==> src/rtl/hevcf_pkg.sv <==
// Shared types, constants and helper functions of the HEVC NAL to FLV video tag framer.
// No dependencies; every other RTL file imports this package.
`default_nettype none

package hevcf_pkg;

	typedef enum logic {
		CMD_BEGIN = 1'b0,
		CMD_BYTE  = 1'b1
	} cmd_t;

	typedef enum logic {
		KIND_BYTE  = 1'b0,
		KIND_CLOSE = 1'b1
	} kind_t;

	// NAL unit types that keep the next NAL in the same message.
	localparam logic [5:0] NAL_VPS        = 6'd32;
	localparam logic [5:0] NAL_SPS        = 6'd33;
	localparam logic [5:0] NAL_PPS        = 6'd34;
	localparam logic [5:0] NAL_SEI_PREFIX = 6'd39;
	localparam logic [5:0] NAL_SEI_SUFFIX = 6'd40;

	localparam logic [7:0] LEGACY_KEY   = 8'h1c;
	localparam logic [7:0] LEGACY_INTER = 8'h2c;
	localparam logic [7:0] LEGACY_AVC   = 8'h01;
	localparam logic [7:0] ENH_KEY      = 8'h91;
	localparam logic [7:0] ENH_INTER    = 8'ha1;
	localparam logic [7:0] FOURCC_0     = 8'h68;
	localparam logic [7:0] FOURCC_1     = 8'h76;
	localparam logic [7:0] FOURCC_2     = 8'h63;
	localparam logic [7:0] FOURCC_3     = 8'h31;

	localparam int          STEP_W         = 4;
	localparam logic [STEP_W-1:0] LEGACY_HDR_LEN = 4'd5;
	localparam logic [STEP_W-1:0] ENH_HDR_LEN    = 4'd8;
	localparam logic [STEP_W-1:0] PREFIX_LEN     = 4'd4;

	// Length added by the first NAL of a message (header plus prefix) and by later NALs.
	localparam logic [3:0] FIRST_ADD_LEGACY = 4'd9;
	localparam logic [3:0] FIRST_ADD_ENH    = 4'd12;
	localparam logic [3:0] NEXT_ADD         = 4'd4;

	// One unit of work handed from the front end to the back end.
	typedef struct packed {
		cmd_t        op;
		logic [7:0]  data;
		logic        close;
		logic [31:0] close_time;
		logic [31:0] close_length;
		logic        close_pic;
		logic        header;
		logic        enhanced;
		logic        key;
		logic [23:0] cts;
		logic [31:0] len;
	} desc_t;

	typedef struct packed {
		kind_t       kind;
		logic [7:0]  out_byte;
		logic [31:0] message_time;
		logic [31:0] message_length;
		logic        picture_start_seen;
		logic        last_of_run;
	} result_t;

	function automatic logic [7:0] hdr_byte(input logic enh, input logic key,
			input logic [2:0] idx, input logic [23:0] cts);
		logic [7:0] b;
		b = 8'h00;
		if (enh) begin
			unique case (idx)
				3'd0: b = key ? ENH_KEY : ENH_INTER;
				3'd1: b = FOURCC_0;
				3'd2: b = FOURCC_1;
				3'd3: b = FOURCC_2;
				3'd4: b = FOURCC_3;
				3'd5: b = cts[23:16];
				3'd6: b = cts[15:8];
				default: b = cts[7:0];
			endcase
		end else begin
			unique case (idx)
				3'd0: b = key ? LEGACY_KEY : LEGACY_INTER;
				3'd1: b = LEGACY_AVC;
				3'd2: b = cts[23:16];
				3'd3: b = cts[15:8];
				default: b = cts[7:0];
			endcase
		end
		return b;
	endfunction

endpackage

`default_nettype wire

==> src/rtl/hevcf_front.sv <==
// Front end of the framer: accepts items, keeps the message state and classifies each item.
// Depends on hevcf_pkg; feeds hevcf_queue.
`default_nettype none

module hevcf_front (
	input  wire logic           clk,
	input  wire logic           arst_n,
	input  wire logic           cfg_write,
	input  wire logic           cfg_data,
	input  wire logic           in_push,
	input  wire hevcf_pkg::cmd_t command,
	input  wire logic [5:0]     nal_type,
	input  wire logic [31:0]    presentation_time,
	input  wire logic [31:0]    decode_time,
	input  wire logic [31:0]    nal_length,
	input  wire logic           is_key,
	input  wire logic           starts_picture,
	input  wire logic           has_start_code,
	input  wire logic [7:0]     data_byte,
	input  wire logic           q_full,
	output logic                q_push,
	output hevcf_pkg::desc_t    q_desc
);
	import hevcf_pkg::*;

	logic        enhanced_mode_q;
	logic        message_open_q;
	logic        append_pending_q;
	logic [31:0] last_timestamp_q;
	logic [31:0] accumulated_length_q;
	logic        start_flag_q;

	logic        accept;
	logic        is_begin;
	logic        close;
	logic        stay_open;
	logic [31:0] acc_base;
	logic [3:0]  add_const;
	logic [33:0] sum;
	logic [31:0] sum_sat;
	logic        param_set;
	logic [23:0] cts_low;

	assign accept   = in_push && !q_full;
	assign is_begin = (command == CMD_BEGIN);

	// A begin closes on a new time or start code, except after a parameter set or SEI.
	assign close = message_open_q && !append_pending_q &&
		((last_timestamp_q != presentation_time) || has_start_code);
	assign stay_open = message_open_q && !close;

	assign acc_base  = close ? 32'd0 : accumulated_length_q;
	assign add_const = stay_open ? NEXT_ADD : (enhanced_mode_q ? FIRST_ADD_ENH : FIRST_ADD_LEGACY);
	assign sum       = {2'b00, acc_base} + {30'd0, add_const} + {2'b00, nal_length};
	assign sum_sat   = (sum[33:32] != 2'b00) ? 32'hffff_ffff : sum[31:0];
	// Only the low 24 bits of the composition offset are sent.
	assign cts_low   = presentation_time[23:0] - decode_time[23:0];

	assign param_set = (nal_type == NAL_VPS) || (nal_type == NAL_SPS) || (nal_type == NAL_PPS) ||
		(nal_type == NAL_SEI_PREFIX) || (nal_type == NAL_SEI_SUFFIX);

	// Bytes that arrive with no open message are dropped and never reach the queue.
	assign q_push = accept && (is_begin || message_open_q);

	always_comb begin
		q_desc              = '0;
		q_desc.op           = command;
		q_desc.data         = data_byte;
		q_desc.close        = is_begin && close;
		q_desc.close_time   = last_timestamp_q;
		q_desc.close_length = accumulated_length_q;
		q_desc.close_pic    = start_flag_q;
		q_desc.header       = !stay_open;
		q_desc.enhanced     = enhanced_mode_q;
		q_desc.key          = is_key;
		q_desc.cts          = cts_low;
		q_desc.len          = nal_length;
	end

	always_ff @(posedge clk or negedge arst_n) begin
		if (!arst_n) begin
			enhanced_mode_q <= 1'b0;
		end else if (cfg_write) begin
			enhanced_mode_q <= cfg_data;
		end
	end

	always_ff @(posedge clk or negedge arst_n) begin
		if (!arst_n) begin
			message_open_q       <= 1'b0;
			append_pending_q     <= 1'b0;
			last_timestamp_q     <= '0;
			accumulated_length_q <= '0;
			start_flag_q         <= 1'b0;
		end else if (accept && is_begin) begin
			message_open_q       <= 1'b1;
			append_pending_q     <= param_set;
			last_timestamp_q     <= presentation_time;
			accumulated_length_q <= sum_sat;
			start_flag_q         <= (start_flag_q && !close) || starts_picture;
		end
	end

`ifndef SYNTHESIS
	a_begin_opens: assert property (@(posedge clk) disable iff (!arst_n)
		accept && is_begin |=> message_open_q)
		else $error("begin item did not open a message");

	a_length_grows: assert property (@(posedge clk) disable iff (!arst_n)
		accept && is_begin && !close |=> accumulated_length_q >= $past(accumulated_length_q))
		else $error("message length shrank without a close");

	a_drop_orphan_byte: assert property (@(posedge clk) disable iff (!arst_n)
		accept && !is_begin && !message_open_q |-> !q_push)
		else $error("byte without an open message was queued");
`endif

endmodule

`default_nettype wire

==> src/rtl/hevcf_queue.sv <==
// Short work queue between the framer front end and back end.
// Depends on hevcf_pkg for the entry type.
`default_nettype none

module hevcf_queue #(
	parameter int DEPTH = 4
) (
	input  wire logic             clk,
	input  wire logic             arst_n,
	input  wire logic             push,
	input  wire hevcf_pkg::desc_t wr_desc,
	output logic                  full,
	input  wire logic             pop,
	output hevcf_pkg::desc_t      head,
	output logic                  empty
);
	import hevcf_pkg::*;

	localparam int PW = (DEPTH > 1) ? $clog2(DEPTH) : 1;
	localparam int CW = $clog2(DEPTH + 1);
	localparam logic [PW-1:0] LAST_PTR = PW'(DEPTH - 1);
	localparam logic [CW-1:0] FULL_CNT = CW'(DEPTH);

	desc_t          mem [DEPTH];
	logic [PW-1:0]  wr_ptr_q;
	logic [PW-1:0]  rd_ptr_q;
	logic [CW-1:0]  count_q;
	logic           do_push;
	logic           do_pop;

	assign full    = (count_q == FULL_CNT);
	assign empty   = (count_q == '0);
	assign do_push = push && !full;
	assign do_pop  = pop && !empty;
	assign head    = mem[rd_ptr_q];

	always_ff @(posedge clk) begin
		if (do_push) begin
			mem[wr_ptr_q] <= wr_desc;
		end
	end

	always_ff @(posedge clk or negedge arst_n) begin
		if (!arst_n) begin
			wr_ptr_q <= '0;
			rd_ptr_q <= '0;
			count_q  <= '0;
		end else begin
			if (do_push) begin
				wr_ptr_q <= (wr_ptr_q == LAST_PTR) ? '0 : wr_ptr_q + 1'b1;
			end
			if (do_pop) begin
				rd_ptr_q <= (rd_ptr_q == LAST_PTR) ? '0 : rd_ptr_q + 1'b1;
			end
			if (do_push && !do_pop) begin
				count_q <= count_q + 1'b1;
			end else if (do_pop && !do_push) begin
				count_q <= count_q - 1'b1;
			end
		end
	end

endmodule

`default_nettype wire

==> src/rtl/hevcf_back.sv <==
// Back end: expands queued entries to results, one per cycle unless output stalls.
// Depends on hevcf_pkg; reads the head of hevcf_queue and drives the output register.
`default_nettype none

module hevcf_back (
	input  wire logic             clk,
	input  wire logic             arst_n,
	input  wire logic             q_empty,
	input  wire hevcf_pkg::desc_t q_head,
	output logic                  q_pop,
	input  wire logic             out_pop,
	output logic                  out_valid,
	output hevcf_pkg::result_t    out_res
);
	import hevcf_pkg::*;

	logic [STEP_W-1:0] step_q;
	logic              res_valid_q;
	result_t           res_q;

	logic              emit;
	logic              last;
	logic [STEP_W-1:0] close_cnt;
	logic [STEP_W-1:0] hdr_cnt;
	logic [STEP_W-1:0] total;
	logic [STEP_W-1:0] j;
	logic [1:0]        k;
	result_t           res_d;

	// A new result may be formed when the output register is free or is emptied this cycle.
	assign emit = !q_empty && (!res_valid_q || out_pop);

	assign close_cnt = q_head.close ? STEP_W'(1) : '0;
	assign hdr_cnt   = !q_head.header ? '0 : (q_head.enhanced ? ENH_HDR_LEN : LEGACY_HDR_LEN);
	assign total     = close_cnt + hdr_cnt + PREFIX_LEN;
	assign j         = step_q - close_cnt;
	assign k         = 2'(j - hdr_cnt);
	assign last      = (q_head.op == CMD_BYTE) || (step_q == total - 1'b1);

	always_comb begin
		res_d             = '0;
		res_d.kind        = KIND_BYTE;
		res_d.last_of_run = last;
		if (q_head.op == CMD_BYTE) begin
			res_d.out_byte = q_head.data;
		end else if (q_head.close && (step_q == '0)) begin
			res_d.kind               = KIND_CLOSE;
			res_d.message_time       = q_head.close_time;
			res_d.message_length     = q_head.close_length;
			res_d.picture_start_seen = q_head.close_pic;
		end else if (j < hdr_cnt) begin
			res_d.out_byte = hdr_byte(q_head.enhanced, q_head.key, j[2:0], q_head.cts);
		end else begin
			unique case (k)
				2'd0: res_d.out_byte = q_head.len[31:24];
				2'd1: res_d.out_byte = q_head.len[23:16];
				2'd2: res_d.out_byte = q_head.len[15:8];
				default: res_d.out_byte = q_head.len[7:0];
			endcase
		end
	end

	assign q_pop     = emit && last;
	assign out_valid = res_valid_q;
	assign out_res   = res_q;

	always_ff @(posedge clk or negedge arst_n) begin
		if (!arst_n) begin
			step_q      <= '0;
			res_valid_q <= 1'b0;
		end else begin
			if (emit) begin
				step_q <= last ? '0 : step_q + 1'b1;
			end
			if (emit) begin
				res_valid_q <= 1'b1;
			end else if (out_pop) begin
				res_valid_q <= 1'b0;
			end
		end
	end

	always_ff @(posedge clk) begin
		if (emit) begin
			res_q <= res_d;
		end
	end

`ifndef SYNTHESIS
	a_step_in_range: assert property (@(posedge clk) disable iff (!arst_n)
		!q_empty |-> (step_q < total))
		else $error("sequencer step ran past the end of its entry");

	a_step_restarts: assert property (@(posedge clk) disable iff (!arst_n)
		q_pop |=> step_q == '0)
		else $error("sequencer step not cleared after finishing an entry");

	a_close_first: assert property (@(posedge clk) disable iff (!arst_n)
		emit && res_d.kind == KIND_CLOSE |-> step_q == '0 && !res_d.last_of_run)
		else $error("close result out of place in its run");
`endif

endmodule

`default_nettype wire

==> src/rtl/hevc_nal_to_flv_video_tag_framer_core.sv <==
// Top level of the HEVC NAL to FLV video tag framer.
// Depends on hevcf_pkg, hevcf_front, hevcf_queue and hevcf_back.
`default_nettype none

// The framer turns a stream of HEVC NAL units into FLV/RTMP video tag bodies. Each NAL is given
// as one begin item (command 0, with its type, timestamps, length and flags) followed by its
// payload bytes (command 1, one byte per item). A begin item may first close the open message,
// which yields one close result with the message timestamp, saturating byte length and
// picture-start flag; the first NAL of a message then gets a 5-byte legacy header or, with
// enhanced_mode set through cfg_write/cfg_data, an 8-byte hvc1 header, and every NAL gets a
// 4-byte big-endian length prefix. Payload bytes pass through unchanged; bytes that arrive with
// no open message are dropped. The front end takes one item per cycle as long as its work queue
// (QUEUE_DEPTH entries) has room. The back end delivers one result item per cycle from the queue
// head into an output register while it is free or being popped; a payload byte yields one
// result and a begin item yields 4 to 13 results (close result, header, prefix), and a run of
// payload bytes after a begin item streams at full rate once the header has drained. The first
// result of an item passes through its queue entry and then the output register. The user must
// write the configuration only while no item is in flight; the block itself does not enforce it.
module hevc_nal_to_flv_video_tag_framer_core #(
	parameter int QUEUE_DEPTH = 4
) (
	input  wire logic            clk,
	input  wire logic            arst_n,
	input  wire logic            cfg_write,
	input  wire logic            cfg_data,
	input  wire logic            push,
	output logic                 full,
	input  wire hevcf_pkg::cmd_t command,
	input  wire logic [5:0]      nal_type,
	input  wire logic [31:0]     presentation_time,
	input  wire logic [31:0]     decode_time,
	input  wire logic [31:0]     nal_length,
	input  wire logic            is_key,
	input  wire logic            starts_picture,
	input  wire logic            has_start_code,
	input  wire logic [7:0]      data_byte,
	output logic                 empty,
	input  wire logic            pop,
	output logic                 kind,
	output logic [7:0]           out_byte,
	output logic [31:0]          message_time,
	output logic [31:0]          message_length,
	output logic                 picture_start_seen,
	output logic                 last_of_run
);
	import hevcf_pkg::*;

	logic    q_push;
	desc_t   q_wr;
	logic    q_full;
	logic    q_pop;
	desc_t   q_head;
	logic    q_empty;
	logic    out_valid;
	result_t out_res;

	// The front end classifies each item and updates the message state at acceptance time.
	hevcf_front u_front (
		.clk               (clk),
		.arst_n            (arst_n),
		.cfg_write         (cfg_write),
		.cfg_data          (cfg_data),
		.in_push           (push),
		.command           (command),
		.nal_type          (nal_type),
		.presentation_time (presentation_time),
		.decode_time       (decode_time),
		.nal_length        (nal_length),
		.is_key            (is_key),
		.starts_picture    (starts_picture),
		.has_start_code    (has_start_code),
		.data_byte         (data_byte),
		.q_full            (q_full),
		.q_push            (q_push),
		.q_desc            (q_wr)
	);

	// The queue lets a burst of begin items pile up while the back end drains headers.
	hevcf_queue #(
		.DEPTH (QUEUE_DEPTH)
	) u_queue (
		.clk     (clk),
		.arst_n  (arst_n),
		.push    (q_push),
		.wr_desc (q_wr),
		.full    (q_full),
		.pop     (q_pop),
		.head    (q_head),
		.empty   (q_empty)
	);

	// The back end walks each entry one result per cycle into the output register while it is free or being popped.
	hevcf_back u_back (
		.clk       (clk),
		.arst_n    (arst_n),
		.q_empty   (q_empty),
		.q_head    (q_head),
		.q_pop     (q_pop),
		.out_pop   (pop),
		.out_valid (out_valid),
		.out_res   (out_res)
	);

	assign full               = q_full;
	assign empty              = !out_valid;
	assign kind               = out_res.kind;
	assign out_byte           = out_res.out_byte;
	assign message_time       = out_res.message_time;
	assign message_length     = out_res.message_length;
	assign picture_start_seen = out_res.picture_start_seen;
	assign last_of_run        = out_res.last_of_run;

endmodule

`default_nettype wire
==> config.mk <==
export PLATFORM = sky130hd
export DESIGN_NAME = hevc_nal_to_flv_video_tag_framer_core
export DESIGN_NICKNAME = d
export VERILOG_FILES = /design/src/rtl/hevcf_pkg.sv /design/src/rtl/hevcf_front.sv /design/src/rtl/hevcf_queue.sv /design/src/rtl/hevcf_back.sv /design/src/rtl/hevc_nal_to_flv_video_tag_framer_core.sv
export SDC_FILE = /design/constraint.sdc
export NUM_CORES = 1
export LEC_CHECK = 0
export ABC_CLOCK_PERIOD_IN_PS = 19300
export BUFFER_PORTS_ARGS = -buffer_cell sky130_fd_sc_hd__buf_4
export CORE_MARGIN = 3
export CORE_UTILIZATION = 25
export CTS_CLUSTER_SIZE = 16
export DETAILED_ROUTE_END_ITERATION = 10
export GPL_TIMING_DRIVEN = 0
export PLACE_DENSITY = 0.52
export SKIP_CTS_REPAIR_TIMING = 1
export SLEW_MARGIN = 30
export SYNTH_ARGS = -nofsm -noshare
export SYNTH_HDL_FRONTEND = slang
export SYNTH_HIERARCHICAL = 1
export SYNTH_SLANG_ARGS = --single-unit
==> constraint.sdc <==
create_clock -name clk -period 19.3 [get_ports clk]
set_input_delay 1.93 -clock clk [delete_from_list [all_inputs] [get_ports clk]]
set_output_delay 1.93 -clock clk [all_outputs]
set_load 0.1 [all_outputs]
# Yosys cells after proc, flatten, opt, wreduce, memory -nomap -nowiden
# Memory sizes are Yosys's and may differ from the RTL's.
# Cells that the tools add are included.
# word_totals
regBits	155
memories	1
ram_bits	536
in_bits	120
# memory_table
name	depth	width	read_ports	rd_ports_with_merged_regs	write_ports	line	rtl
u_queue.mem	4	134	1	0	1	hevcf_queue.sv:24	desc_t mem [DEPTH];
# op_classes
bitwise_logic	2
n_mux	26
add_sub_neg	13
n_eq_ne	18
reduce_logical	40
magnitude_cmp	1
# ops
operator	n
$mux W32	2
$pmux W8 S7	1
$add A34 B32 Y34	1
$add A32 B4 Y33	1
$mux W8	4
$ne A32 B32 Y1	1
$pmux W8 S4	1
$eq A6 B6 Y1 const B	5
$pmux W8 S3	1
$sub A24 B24 Y24	1
$mux W4	4
$logic_and A1 B1 Y1	15
$eq A3 B3 Y1 const B	4
$mux W6	2
$logic_or A1 B1 Y1	9
$mux W3	3
$logic_not A1 Y1	8
$eq A2 B2 Y1 const B	3
$eq A3 B2 Y1 const B	2
$logic_not A3 Y1	2
$mux W1	6
$reduce_bool A2 Y1	3
$add A1 B4 Y4	1
$add A2 B1 Y2 const B	2
16 further kinds	18

# Logic depth before layout (Yosys ltp)
# Gate-level depths: netlist of the first run.
# An unclocked memory read counts as a cell.
# depth
depth_word	13
ltp_mapped	21
depth_no_buf	20

# Hierarchy
# Netlist of the first run, hierarchy kept.
# by_module_without_submodules
module	instances	area_each_um2	cells_per_inst
hevcf_queue	1	19730.2	737
hevcf_front	1	7040.5	832
hevcf_back	1	4426.7	383
hevc_nal_to_flv_video_tag_framer_core	1	3.8	1

# Worst setup path after synthesis of the first run
# OpenSTA, ideal clock, no wires.
# synth_timing
kind	in2reg
from	input port push
to	memory u_queue/mem[3][0] (netlist bit) (enable)
path_buffers	0
setup_slack_ns	10.868
arrival_ns	7.801
path_stages	4
path_cell_list	nand2b_1 > a21oi_1 > nand2_1 > nor2_1
# synth_via
elab_chain_len	5
# synth_rtl
item	line	rtl
from (decl)	hevc_nal_to_flv_video_tag_framer_core.sv:26	input wire logic push,
$logic_and A1 B1 Y1	hevcf_front.sv:44	assign accept = in_push && !q_full;
$logic_and A1 B1 Y1	hevcf_front.sv:63	assign q_push = accept && (is_begin || message_open_q);
net q_push	hevc_nal_to_flv_video_tag_framer_core.sv:48	logic q_push;
$logic_and A1 B1 Y1	hevcf_queue.sv:33	assign do_push = push && !full;
$mux W1	hevcf_queue.sv:38	if (do_push) begin
$mux W1 (implied by the code)	hevcf_queue.sv:39	mem[wr_ptr_q] <= wr_desc;
to (decl)	hevcf_queue.sv:24	
# The timed path passes the listed nets, and every way through them passes these cells.

# Worst setup path in the final report of the first run
# layout_timing
from	input port presentation_time[16]
to	register u_front.accumulated_length_q[31]
# layout_via
elab_chain_len	10
elab_cells_between_ends	11
# layout_rtl
item	line	rtl
from (decl)	hevc_nal_to_flv_video_tag_framer_core.sv:30	input wire logic [31:0] presentation_time,
$ne A32 B32 Y1 *	hevcf_front.sv:49	((last_timestamp_q != presentation_time) || has_start_code);
$logic_or A1 B1 Y1 *	hevcf_front.sv:49	
$logic_and A1 B1 Y1 *	hevcf_front.sv:48	assign close = message_open_q && !append_pending_q &&
$logic_not A1 Y1	hevcf_front.sv:50	assign stay_open = message_open_q && !close;
$logic_and A1 B1 Y1	hevcf_front.sv:50	
$mux W4	hevcf_front.sv:53	assign add_const = stay_open ? NEXT_ADD : (enhanced_mode_q ? FIRST_ADD_ENH : FIRST_ADD_LEGACY);
$add A32 B4 Y33 *	hevcf_front.sv:54	assign sum = {2'b00, acc_base} + {30'd0, add_const} + {2'b00, nal_length};
$add A34 B32 Y34 *	hevcf_front.sv:54	
$reduce_bool A2 Y1	hevcf_front.sv:55	assign sum_sat = (sum[33:32] != 2'b00) ? 32'hffff_ffff : sum[31:0];
$mux W32 *	hevcf_front.sv:55	
to (signal assigned)	hevcf_front.sv:99	accumulated_length_q <= sum_sat;
to (decl)	hevcf_front.sv:30	logic [31:0] accumulated_length_q;
# Every way passes the cells marked *; elsewhere a longest branch is shown, timed or not.
# A chain may end at the register's enable or synchronous reset.

==> impl_summary.md, run 1 <==
Synthesis
The mapped netlist covers ~31000 um2. In this run, distinct cell masters in the synthesized netlist total 93. Synthesis produced a netlist whose cell count is between 1500 and 2000. The number of enable flip-flop cells after synthesis is 611.

The mean cell area of the mapped netlist is between 15 and 20 um2. For this run, the number of Yosys warnings is 6. The fraction of synthesis flops using an asynchronous set or reset pin is ~12%. The synthesized netlist net count is 2177.

After synthesis the netlist holds a flip-flop and latch count of between 600 and 700. Sequential cells were found to cover 65.2% of the synthesized design area. In the synthesized netlist the dominant register cell turns out to be edfxtp_1.

Critical path
The startpoint-to-endpoint class of the critical path is in2reg. The worst setup path is launched from an input pin. Of all nets on the critical path, the largest fanout is 10. STA classifies the critical path endpoint as a flip-flop. STA puts the critical path data required time at about 20000 ps. STA puts the critical path data arrival time at 7580 ps.

Pwr
VDD sags by at most 0.0816 mV. Per report_power, the sequential group accounts for between 30 and 40% of the total. The combinational fraction of design power is between 40% and 50%. Net switching is 38.9% of the power. Summed over all cells, the static leakage comes to roughly 13 nW. Per report_power, the clock group accounts for a little under a quarter of the total. The analysis attributes to net switching a power of ~2.5 mW. The design draws ~6.3 mW. Cell internal power was estimated by the tool at 3.85 mW.

The power density over cell area is 168 nW/um2.

STA
Setup repair after global routing left no endpoint under its margin. Summed over all failing endpoints, the final setup total negative slack is 0 ps. The final hold violation count is 0. The count of pins over their slew limit was 0. The final critical delay including setup and external delays is slightly above 7000 ps. The normalized max-slew margin is a little over a third. The post-route fraction of the period consumed by the critical path is 36.8%.

Setup violations remaining at the end of the flow were counted as 0. The clock arrives with between 30 and 40 ps of skew. The fmax is between 0.1 and 0.15 GHz. The transition time of the tightest slew-check pin is 968 ps.

Detailed routing
The total via count in the routed design is 18000. The number of nets with antenna violations after detailed routing is 0. The via density per instance is between 4 and 5. For this run, design rule violations remaining after detail routing come to 0. Dividing the detail-routed wire length by the instance count gives roughly 22 um. The routed design has 85500 um of wire.

The starting DRC count in detailed routing is around 1300. The first detailed-routing pass ran for 5 iterations.

Global routing
The number of global-route vias before repair is approximately 19000. The total overflow left after global routing is 0. The initial antenna violation count came to 6. The first global-routing pass estimated roughly 130000 um of wire.

Entering global routing, the biggest net connects 81 pins. Global routing used 13.1% of the available tracks.

Outcome
The flow ran to the end, and the final reports show no timing, DRC or antenna violations.

Floorplan
The floorplan step defined a die boundary enclosing approximately 130000 um2. For this configuration, the core starts out at a cell density of between 20 and 30%. The floorplan step set the die height to 359 um. The die is between 300 and 400 um wide. The I/O pin count is between 150 and 200. The number of rows in the core area is between 100 and 150. The core area is 123000 um2.

CTS
At the later pin of the worst-skew pair, clock insertion delay measures approximately 640 ps. The clock root buffer master is clkbuf_16. CTS built an H-tree with a depth of 3. The clock input transition at the sequential cells of the worst setup and hold paths is 60 ps. The number of buffers on the longest clock path is 3.

The clock tree from TritonCTS is done. Buffers inserted during clock tree synthesis total 75. Counting every sink on the clock net gives between 600 and 700.

Placement
In this run the tool buffered the top-level ports with about 180 buffer cells. The wire-length estimate of the detail-placed layout is 62500 um. The number of cells after detailed placement is around 3800.

Routability-driven placement finished with a final weighted congestion of 0.851.

Flow run
Max-cap violations in this run came to 0.

Cells and area
After filler insertion, the fill cell instance count of the layout stands at ~12000. The share of post-route cells with drive strength above 1 is 26.2%. The finished layout holds 3915 standard cells, fillers aside.

Compared with the post-synthesis result, the final layout area differs by 20.4%. The final net count is around 2500.

Worst hold path
The type of the worst min-delay path is reg2reg.
-- cells in the mapped netlist (all sizes together) (20+ instances only) --
master / n / area [um2]
clkbuf: 44 / 168
xor2: 26 / 235
nand3: 20 / 100
edfxtp: 611 / 18300
nand2: 144 / 543
o21ai: 45 / 225
ha: 98 / 1230
xnor2: 64 / 576
and2: 102 / 639
inv: 68 / 255
nor2: 76 / 285
a21oi: 62 / 314
dfrtp: 80 / 2000
buf: 83 / 603
mux4: 141 / 3180
a31oi: 36 / 378
a21o: 23 / 173
-- power by group through the flow --
stage          Combinational [mW]  Sequential (mW)  Clock [mW]
2_1_floorplan                1.28             2.82           0
3_5_place_dp                 2.58             2.38           0
5_1_grt                      2.71             2.39        1.53
4_1_cts                      2.59             2.35        1.47
6_report                     2.54             2.34        1.42
3_3_place_gp                 2.48             2.45           0
-- logic make-up (layout without fill, tap and decap cells) --
kind of cell	after synthesis	in the layout	synth area share (%)
adder cells (fa/ha/maj)	105	105	4.35
flip-flops	691	691	65.2
buffers and inverters	196	532	3.30
other	0	1	0
multiplexers	153	153	10.6
AO/OA/AOI/OAI	274	274	6.75
XOR/XNOR	90	90	2.60
AND/OR/NAND/NOR	444	444	7.20
-- worst max-delay path, stage by stage --
cell and delay (ps):
buf_4 130, xnor2_1 240, nand4_1 150, nor4_1 400
a311o_1 700, clkbuf_1 580, nand2_1 210, fa_1 540
inv_1 70, fa_1 550, a211oi_2 310, o211ai_1 180
a22o_2 330, o211ai_4 260, o21ba_4 210, o311ai_4 120
o32ai_4 300, buf_6 250, a31oi_2 100
-- final cells by class --
type | instances | area, um2 | area share (%)
timing repair buffer | 198 | 1840 | 4.90
clock buffer | 101 | 2080 | 5.53
clock inverter | 37 | 388 | 1.03
multi-input combinational | 1066 | 9840 | 26.2
tap | 1625 | 2030 | 5.41
antenna | 1 | 2.50 | 0.00666
buffer | 127 | 773 | 2.06
inverter | 69 | 264 | 0.703
sequential | 691 | 20300 | 54.2
-- sequential cells by signal, indices dropped and copies added, names as in the netlist, 2 cells and up --
register,cells
u_front/last_timestamp_q,32
u_back/step_q,4
u_queue/mem,536
u_queue/count_q,3
u_front/accumulated_length_q,32
u_queue/rd_ptr_q,2
u_back/out_res,75
u_queue/wr_ptr_q,2
-- cell usage in the layout, fill, tap and decap left out, types with 6 or more instances in the layout --
cell,instances
edfxtp_1,611
buf_4,223
nand2_1,143
mux4_2,141
and2_1,98
ha_1,98
dfrtp_1,80
clkbuf_16,77
nor2_1,74
inv_1,67
xnor2_1,62
a21oi_1,61
clkbuf_1,59
o21ai_0,44
xor2_1,25
a21o_1,23
a31oi_2,22
buf_2,21
nand3_1,20
nand4_1,17
nor2b_1,16
nor3_1,16
buf_16,15
a31oi_1,13
buf_6,13
clkinv_1,11
o211ai_1,11
nand2b_1,10
o21a_1,10
clkinv_2,9
a211oi_1,8
clkbuf_8,7
o31ai_1,7
mux2i_1,6
o221ai_1,6
or3_1,6
o21bai_1,6
mux2_2,6
fa_1,6
-- per-layer routing --
layer | routed length [um] | track usage (%) | vias up | share of wire, %
met1 | 38800 | 18.4 | 9336 | 45
met5 | 23 | 0 | - | 0.027
met3 | 4850 | 2.30 | 104 | 5.7
li1 | - | - | 8044 | -
met4 | 1480 | 2.78 | 4 | 1.7
met2 | 40300 | 21.3 | 462 | 47
-- metrics by stage --
| stage | hold slack, ps | utilization [%] | instance area, um2 | worst slack (ps) |
|---|---|---|---|---|
| 6_report | 491 | 30.6 | 37600 | 12200 |
| 5_1_grt | 520 | 30.6 | 37600 | 12100 |
| 4_1_cts | 492 | 30.6 | 37600 | 12230 |
| 3_5_place_dp | 479 | 28.6 | 35100 | 11580 |
| 3_3_place_gp | 481 | 28.1 | 34600 | 5100 |
| 2_1_floorplan | 448 | - | 31200 | 10870 |
-- path summary, 6_finish.rpt --
kind                                               from                                to  slack [ps]  depth (start not counted)
setup reg to reg           u_front/last_timestamp_q[16]  u_front/accumulated_length_q[31]       13150                         18
max in group asynchronous                        arst_n           u_front/enhanced_mode_q       17300                          1
min in group asynchronous                        arst_n   u_front/accumulated_length_q[4]        1320                          1
hold / removal                 u_front/append_pending_q          u_front/append_pending_q         490                          2
setup / recovery                  presentation_time[16]  u_front/accumulated_length_q[31]       12200                         19
hold reg to reg                u_front/append_pending_q          u_front/append_pending_q         490                          2
Note: power is estimated with default switching activity, not from simulation.
==> run 2: changes to the inputs <==
Settings changed: ABC_AREA set to 1, ABC_CLOCK_PERIOD_IN_PS 19300 to 5800, PLACE_DENSITY 0.52 to 0.53.
Clock period 19.3 ns to 5.8 ns, I/O delays scaled along.
==> run 2 against run 1 <==
  * Setup slack worse by 11000 ps
  * Combinational power rose to 4.3 times the previous value
  * Highest routed layer unchanged
  * Worst hold slack worse by 360 ps
  * Global-route usage up 1.5 points
  * Clock power rose to 3.7 times the previous value
  * Register-to-register slack worse by 12000 ps
  * Flip-flop and latch count unchanged
  * Synthesized cell count up 77%
  * Wire length up 24%
==> impl_summary.md, run 2 <==
CTS
The clock input transition at the sequential cells of the worst setup and hold paths is 60 ps (about the same). The total clock buffers created by CTS came to 79 (+5.3%). The number of buffers on the longest clock path is 3 (unchanged). The H-tree depth is 3 (unchanged). The clock tree from TritonCTS is done. The clock root buffer master is clkbuf_16. The total number of clock tree sinks is 691 (unchanged). The clock latency on the worst-skew pair is 650 ps (about the same).

Critical path
The startpoint-to-endpoint class of the critical path is reg2reg. The critical path data required time is 6340 ps (-13450 ps). The startpoint identified for the worst register-to-register timing path is u_front/last_timestamp_q[21]. The worst-case register-to-register setup slack came to 870 ps (-12280 ps). The peak fanout along the critical path is 10 (unchanged). The element type at the critical path end is a flip-flop. The sort of element at the start of the critical path is a flip-flop. The endpoint identified for the worst register-to-register timing path is u_front/accumulated_length_q[19]. The data arrival time of the critical path came to 5470 ps (-2110 ps). The depth of the worst register-to-register path is 26 (+8).

Detailed routing
The detail-routed net length per standard cell is 18.9 um (-13%). The starting DRC count in detailed routing is 1592 (+21%). The number of nets with antenna violations after detailed routing is 0 (unchanged). The total iterations of the first detailed-routing run came to 5 (unchanged). The total wire length after detailed routing was 106000 um (+24%). The number of remaining DRC errors was 0 (unchanged).

The total via count in the routed design was 24200 (+35%). The via density per instance is 4.30 (-6.2%).

Floorplan
The effective utilization at floorplan was 25.2% (-0.19 points). The overall die height is 379 um (+5.4%). The overall die width is 379 um (+5.4%).

The core area was 138000 um2 (+12%). The area enclosed by the die boundary is 143000 um2 (+11%). The I/O pin count is 197 (unchanged). The number of rows in the core area was 136 (+6.3%).

Synthesis
The sequential share of the synthesized area was 58.6% (-6.6 points). The fraction of the mapped netlist area in adder cells was 3.88% (-0.47 points). The simple-gate share of the synthesized area is 16.2% (+9.0 points). Summed over all instances, the cell type with the most area after synthesis is edfxtp_1.

The mean cell area of the mapped netlist is 10.1 um2 (-37%). The synthesized netlist net count is 3674 (+69%). Yosys attributes the largest share of cell area to edfxtp_1 53%, nand2_1 11%, inv_1 6.8%. The main combinational cell family by area after synthesis is simple AND/OR/NAND/NOR gates. The leading cell type by number of instances after synthesis is nand2_1. The cell count after synthesis came to 3450 (+77%). The commonest cells after synthesis are 987 x nand2_1, 627 x inv_1, 611 x edfxtp_1, 230 x o211ai_1, 171 x nor2_1. The share of the synthesized netlist area taken by xor and xnor gates is 1.54% (-1.1 points). Among all flip-flop cells after synthesis, the most frequent one is edfxtp_1. The number of enable flip-flop cells after synthesis is 611 (unchanged). The warning count from the yosys run is 6 (unchanged). The fraction of synthesis flops using an asynchronous set or reset pin is 11.6% (unchanged). The total standard cell area after synthesis came to 34700 um2 (+11%). The post-synthesis cell type count is 48 (-48%).

The mux cell area share after synthesis is 0% (-11 points). The flop and latch count out of synthesis came to 691 (unchanged). The fraction of the mapped netlist area in compound gates came to 8.95% (+2.2 points). The proportion of netlist area held by the largest area contributor is 52.9% (-5.9 points).

Placement
The post-detailed-placement cell area is 39400 um2 (+12%). The number of cells after detailed placement is 5465 (+45%). The pre-CTS worst setup slack is 650 ps (-10930 ps). The number of port buffers is 179 (unchanged).

The routability-driven placement congestion ratio is 0.871 (+2.4%). The detailed placer's ending HPWL is 79900 um (+28%).

Pwr
The maximum vdd drop came to 0.430 mV (+430%). The standby leakage power is 18.4 nW (+37%). The power density over cell area is 569 nW/um2 (+240%). The total power draw is 24.0 mW (+280%).

Flow run
The number of max-cap violations is 0 (unchanged).

Worst hold path
The startpoint identified for the worst hold timing path is data_byte[4]. The min-delay analysis places its worst path in the category in2reg. The worst-case hold path end point is u_queue/mem[0][129].

The number of cells traversed by the worst hold path is 1 (-1).

Cells and area
The share of post-route cells with drive strength above 1 is 16.2% (-10 points). The final design instance area without fill came to 42200 um2 (+12%). The final net count is 3978 (+62%).

The area growth from synthesis to layout is 21.6%. The number of fill cells is 14100 (+17%). The most frequent standard cell in the layout excluding fill and tap cells is nand2_1. The non-filler instance count after layout is 5619 (+44%). In the layout the commonest cells are 987 x nand2_1, 627 x inv_1, 611 x edfxtp_1. The utilization after layout is 30.7% (+0.071 points). The flip-flop count of the largest register after layout is 536 (unchanged). The most flop-heavy register is u_queue/mem.

Global routing
The global router's overall resource usage is 14.6% (+1.5 points). The largest net degree at the start of global routing is 81 (unchanged). The total overflow reported by the global router is 0 (unchanged). The initial antenna violation count is 13 (+7).

The number of global-route vias before repair came to 23600 (+26%). The wire length of the first global-routing pass is 155000 um (+22%).

STA
The final critical delay including setup and external delays is 4930 ps. The worst hold slack is 127 ps (-364 ps). Based on the critical path, the design can be clocked at up to slightly above 0.2 GHz. The transition time of the tightest slew-check pin is 1010 ps (+46.0 ps). Setup repair after global routing left no endpoint under its margin. The final worst clock skew came to 17.9 ps (-12.7 ps). The accumulated negative setup slack is 0 ps (unchanged).

The normalized max-slew margin came to 32.4% (-2.5 points). The final hold violation count is 0 (unchanged). The post-route worst setup slack is 870 ps (-11330 ps).

The post-route fraction of the period consumed by the critical path is between 80 and 90%. The count of pins over their slew limit is 0 (unchanged). The number of failing setup endpoints in the final timing report is 0 (unchanged).

Outcome
The flow ran to the end, and the final reports show no timing, DRC or antenna violations.
==> run 2: where the power goes <==
| group | internal [mW] | total (mW) | switching, mW |
|---|---|---|---|
| sequential | 7.19 | 7.79 | 0.605 |
| clock | 3.09 | 5.19 | 2.10 |
| combinational | 3.19 | 11.0 | 7.83 |
| total | 13.5 | 24.0 | 10.5 |
==> run 2: worst max-delay path, cell delays in order, from the launching register on <==
cell and delay (ps):
dfrtp_1 440, nand2_1 120, nand4_1 140, nor3_1 170, nand2_1 90, nor2_1 280
nand3_1 380, nand2_1 370, nand2_1 170, nand2_1 130, inv_1 60, fa_1 490
inv_1 70, fa_1 530, nand3_1 130, nand3_1 150, nand2_1 100, nand2_1 120
nand2_2 100, nand2_4 70, nand3_2 70, nand2_2 70, inv_4 140, buf_6 200
nand3_2 90, nand2_1 70, inv_1 40
==> run 2: cells by family after synthesis <==
family,Yosys count
AO/OA/AOI/OAI,433
XOR/XNOR,61
adder cells (fa/ha/maj),104
buffers and inverters,807
flip-flops,691
AND/OR/NAND/NOR,1354
==> run 2: routing by layer <==
metal / track usage, % / wire (um)
met4: 3.54 / 2260
met5: 0 / 93
met2: 24.9 / 51700
met3: 2.84 / 6330
met1: 19.1 / 45900
==> run 2: final cells by class <==
type                            instances  area (um2)  area share (%)
Sequential cell                       691       20300            48.2
Multi-Input combinational cell       1952       10700            25.3
Timing Repair Buffer                  223        2470            5.86
Inverter                              639        2400            5.69
Tap cell                             1794        2240            5.32
Clock buffer                           98        2130            5.05
Buffer                                168        1340            3.17
Clock inverter                         49         591            1.40
Antenna cell                            5        12.5          0.0296
==> run 2: how the worst max path moves through the flow <==
stage                     cells past startpoint                          from  slack, ps                               end
after detailed placement                     28         presentation_time[21]        650  u_front/accumulated_length_q[19]
after CTS                                    26  u_front/last_timestamp_q[21]        880  u_front/accumulated_length_q[19]
final                                        26  u_front/last_timestamp_q[21]        870  u_front/accumulated_length_q[19]
after global placement                        8            u_queue/count_q[0]      -7290                u_queue/mem[1][86]
after floorplan                               8            u_queue/count_q[0]      -1930                 u_queue/mem[0][0]
after global routing                         27  u_front/last_timestamp_q[15]        540  u_front/accumulated_length_q[19]
==> run 3: changes to the inputs <==
Settings changed: ABC_AREA 1 to 0, ABC_CLOCK_PERIOD_IN_PS 5800 to 4300.
Clock period 5.8 ns to 4.3 ns, I/O delays scaled along.
==> run 3 against run 2 <==
  * The run now ends with setup timing left
  * Final cell count shrank 29%
  * First-iteration DRC count fell by 27%
  * Combinational power grew 11%
  * Setup slack worse by 1400 ps
  * Sequential share of layout area rose by 4.5 points
  * Wire length fell by 20%
  * Non-clock buffer count is 5 lower
  * Cell area fell by 8.5%
  * Critical endpoint is now u_front/accumulated_length_q[26]
  * Largest power group unchanged
==> impl_summary.md, run 3 (synthesized netlist as in run 1, its figures left out) <==
Cells and area
The register with the most flip-flops in the final layout is u_queue/mem. The share of post-route cells with drive strength above 1 is 30.3% (+14 points). The area growth from synthesis to layout is 23.7%. The most frequent standard cell in the layout excluding fill and tap cells is edfxtp_1.

The library cells used most frequently in the layout, excluding fill and tap cells, are 611 x edfxtp_1, 271 x buf_4, 141 x mux4_2, 141 x nand2_1, 98 x and2_1. The final net count is 2510 (-37%). The flip-flop count of the largest register after layout is 536 (unchanged).

Critical path
Walking the worst path, the cells encountered are xnor2_1 > nand4_1 > nor4_4 > a311o_2 > buf_12 > buf_12 > nand2_4 > fa_1 > inv_2 > fa_2 > a211oi_2 > o211ai_1 > a22o_2 > o211ai_4 > o21ba_4 > o311ai_4 > o32ai_4 > buf_12 > clkbuf_16 > a31oi_2. The cell at the slowest stage of the critical path is fa_1. The peak fanout along the critical path is 8 (-2).

The most numerous cell on the critical path is buf_12. The startpoint-to-endpoint class of the critical path is reg2reg. The sort of element at the start of the critical path is a flip-flop.

The critical path data required time is 4790 ps (-1550 ps). The data arrival time of the critical path is 5370 ps (-100 ps). The element type at the critical path end is a flip-flop. The delay of the slowest cell on the worst path was 550 ps (+20 ps).

Detailed routing
The starting DRC count in detailed routing is 1161 (-27%). The number of remaining DRC errors is 0 (unchanged). The total iterations of the first detailed-routing run was 7 (+2). The detail-routed net length per standard cell is 21.6 um (+14%). The number of nets with antenna violations after detailed routing is 0 (unchanged). The via density per instance is 4.57 (+6.3%).

The total via count in the routed design came to 18100 (-25%). The total wire length after detailed routing is 85400 um (-20%).

Global routing
The largest net degree at the start of global routing was 81 (unchanged). The global router's overall resource usage is 12.9% (-1.8 points). The wire length of the first global-routing pass was 124000 um (-20%).

The initial antenna violation count came to 4 (-9). The number of global-route vias before repair came to 18400 (-22%). The total overflow reported by the global router is 0 (unchanged).

CTS
The clock input transition at the sequential cells of the worst setup and hold paths was 60 ps (about the same). The total number of clock tree sinks is 691 (unchanged). The clock root buffer master is clkbuf_16. The number of buffers on the longest clock path was 3 (unchanged).

TritonCTS built the clock tree. The H-tree depth is 3 (unchanged). The total clock buffers created by CTS came to 72 (-8.9%). The clock latency on the worst-skew pair is 620 ps (-30 ps).

STA
The accumulated negative setup slack came to -17600 ps (-17600 ps). The fmax is 0.205 GHz (+1.1%). The transition time of the tightest slew-check pin is 933 ps (-81.3 ps).

The normalized max-slew margin is 37.8% (+5.4 points). The count of pins over their slew limit is 0 (unchanged). The post-route fraction of the period consumed by the critical path was 113% (+28 points). The final worst clock skew was 26.1 ps (+8.23 ps). The final critical delay including setup and external delays is 4880 ps (-54.5 ps). The number of failing setup endpoints in the final timing report was 32 (+32).

The post-route worst setup slack is -575 ps (-1450 ps). The final hold violation count is 0 (unchanged). Setup repair after global routing could not meet its margin everywhere.

Floorplan
The core area is 123000 um2 (-11%). The area enclosed by the die boundary is 129000 um2 (-10%). The overall die width is 359 um (-5.1%).

The effective utilization at floorplan was 25.4% (+0.19 points). The overall die height is 359 um (-5.1%). The number of rows in the core area was 128 (-5.9%). The I/O pin count is 197 (unchanged).

Flow run
The number of max-cap violations is 0 (unchanged).

Placement
The pre-CTS worst setup slack is -1880 ps (-2530 ps). The number of port buffers is 179 (unchanged). The routability-driven placement congestion ratio is 0.874 (+0.39%). The detailed placer's ending HPWL is 62300 um (-22%).

Outcome
The flow ran to the end, but the final reports show violations. The final reports fail on setup timing.

Pwr
The standby leakage power is 13.8 nW (-25%). The maximum vdd drop is 0.412 mV (-4.2%). The power density over cell area is 754 nW/um2 (+33%).

Worst hold path
The worst hold path belongs to the class in2reg.
## run 3: cell types whose count changed in the layout (fill, tap and decap cells not counted), moves of 27 or more
cell,previous run,this run
nand2_1,987,141
inv_1,627,65
o211ai_1,230,11
mux4_2,0,141
and2_1,3,98
nor2_1,167,72
nand3_1,83,20
buf_6,60,9
o211ai_2,40,0
buf_4,238,271
buf_16,38,11
## run 3: per-stage QoR
| step | cell area, um2 | hold slack (ps) | utilization, % | power, mW | cells |
|---|---|---|---|---|---|
| final | 38600 | 61.5 | 31.4 | 29.1 | 3963 |
| after global routing | 38600 | 30.1 | 31.4 | 30.6 | 3962 |
| after floorplan | 31200 | 134 | - | 18.4 | 1953 |
| after global placement | 34600 | 483 | 28.2 | 21.9 | 3757 |
| after detailed placement | 35100 | 484 | 28.6 | 22.2 | 3778 |
| after CTS | 37500 | -95.6 | 30.6 | 28.7 | 3903 |
## run 3: path summary, 6_finish.rpt
check	startpoint	to	cells past startpoint	slack [ps]
max	u_front/last_timestamp_q[11]	u_front/accumulated_length_q[26]	20	-580
min	presentation_time[12]	u_front/last_timestamp_q[12]	3	60
max reg2reg	u_front/last_timestamp_q[11]	u_front/accumulated_length_q[26]	20	-580
min reg2reg	u_front/append_pending_q	u_front/append_pending_q	2	490
max in group asynchronous	arst_n	u_front/accumulated_length_q[1]	2	3170
min in group asynchronous	arst_n	u_front/enhanced_mode_q	2	350
## run 3: critical path, delay by kind of cell (launching register included)
kind	cells	cell delay [ps]
AOI/OAI and AO/OA	9	1890
xor gates and xnor gates	1	190
buffers and inverters	5	670
adders and majority gates	2	940
and+or+nand+nor	3	580
DFF	1	460
## run 3: per-layer routing
metal  GRT usage [%]  vias up  routed length, um
met5               0        -                 25
met1            17.2     9277              37000
met3            3.44      102               5770
met4            3.09        4               1780
met2            20.8      560              40900
li1                -     8164                  -
## run 3: power by group
| group | internal [mW] | total [mW] | switching (mW) | leakage [nW] |
|---|---|---|---|---|
| sequential | 9.65 | 10.5 | 0.855 | 6.57 |
| clock | 3.81 | 6.40 | 2.59 | 1.18 |
| combinational | 4.55 | 12.2 | 7.66 | 6.08 |
| total | 18.0 | 29.1 | 11.1 | 13.8 |
## run 3: cell type report
type	count	area, um2
diodes	1	2.50
inverters	69	269
fillers	12000	84200
plain buffers	124	875
well taps	1625	2030
clock buffers	90	1970
multi-input cells	1066	10200
clock inverters	35	464
repair buffers	262	2400
flip-flops and latches	691	20400
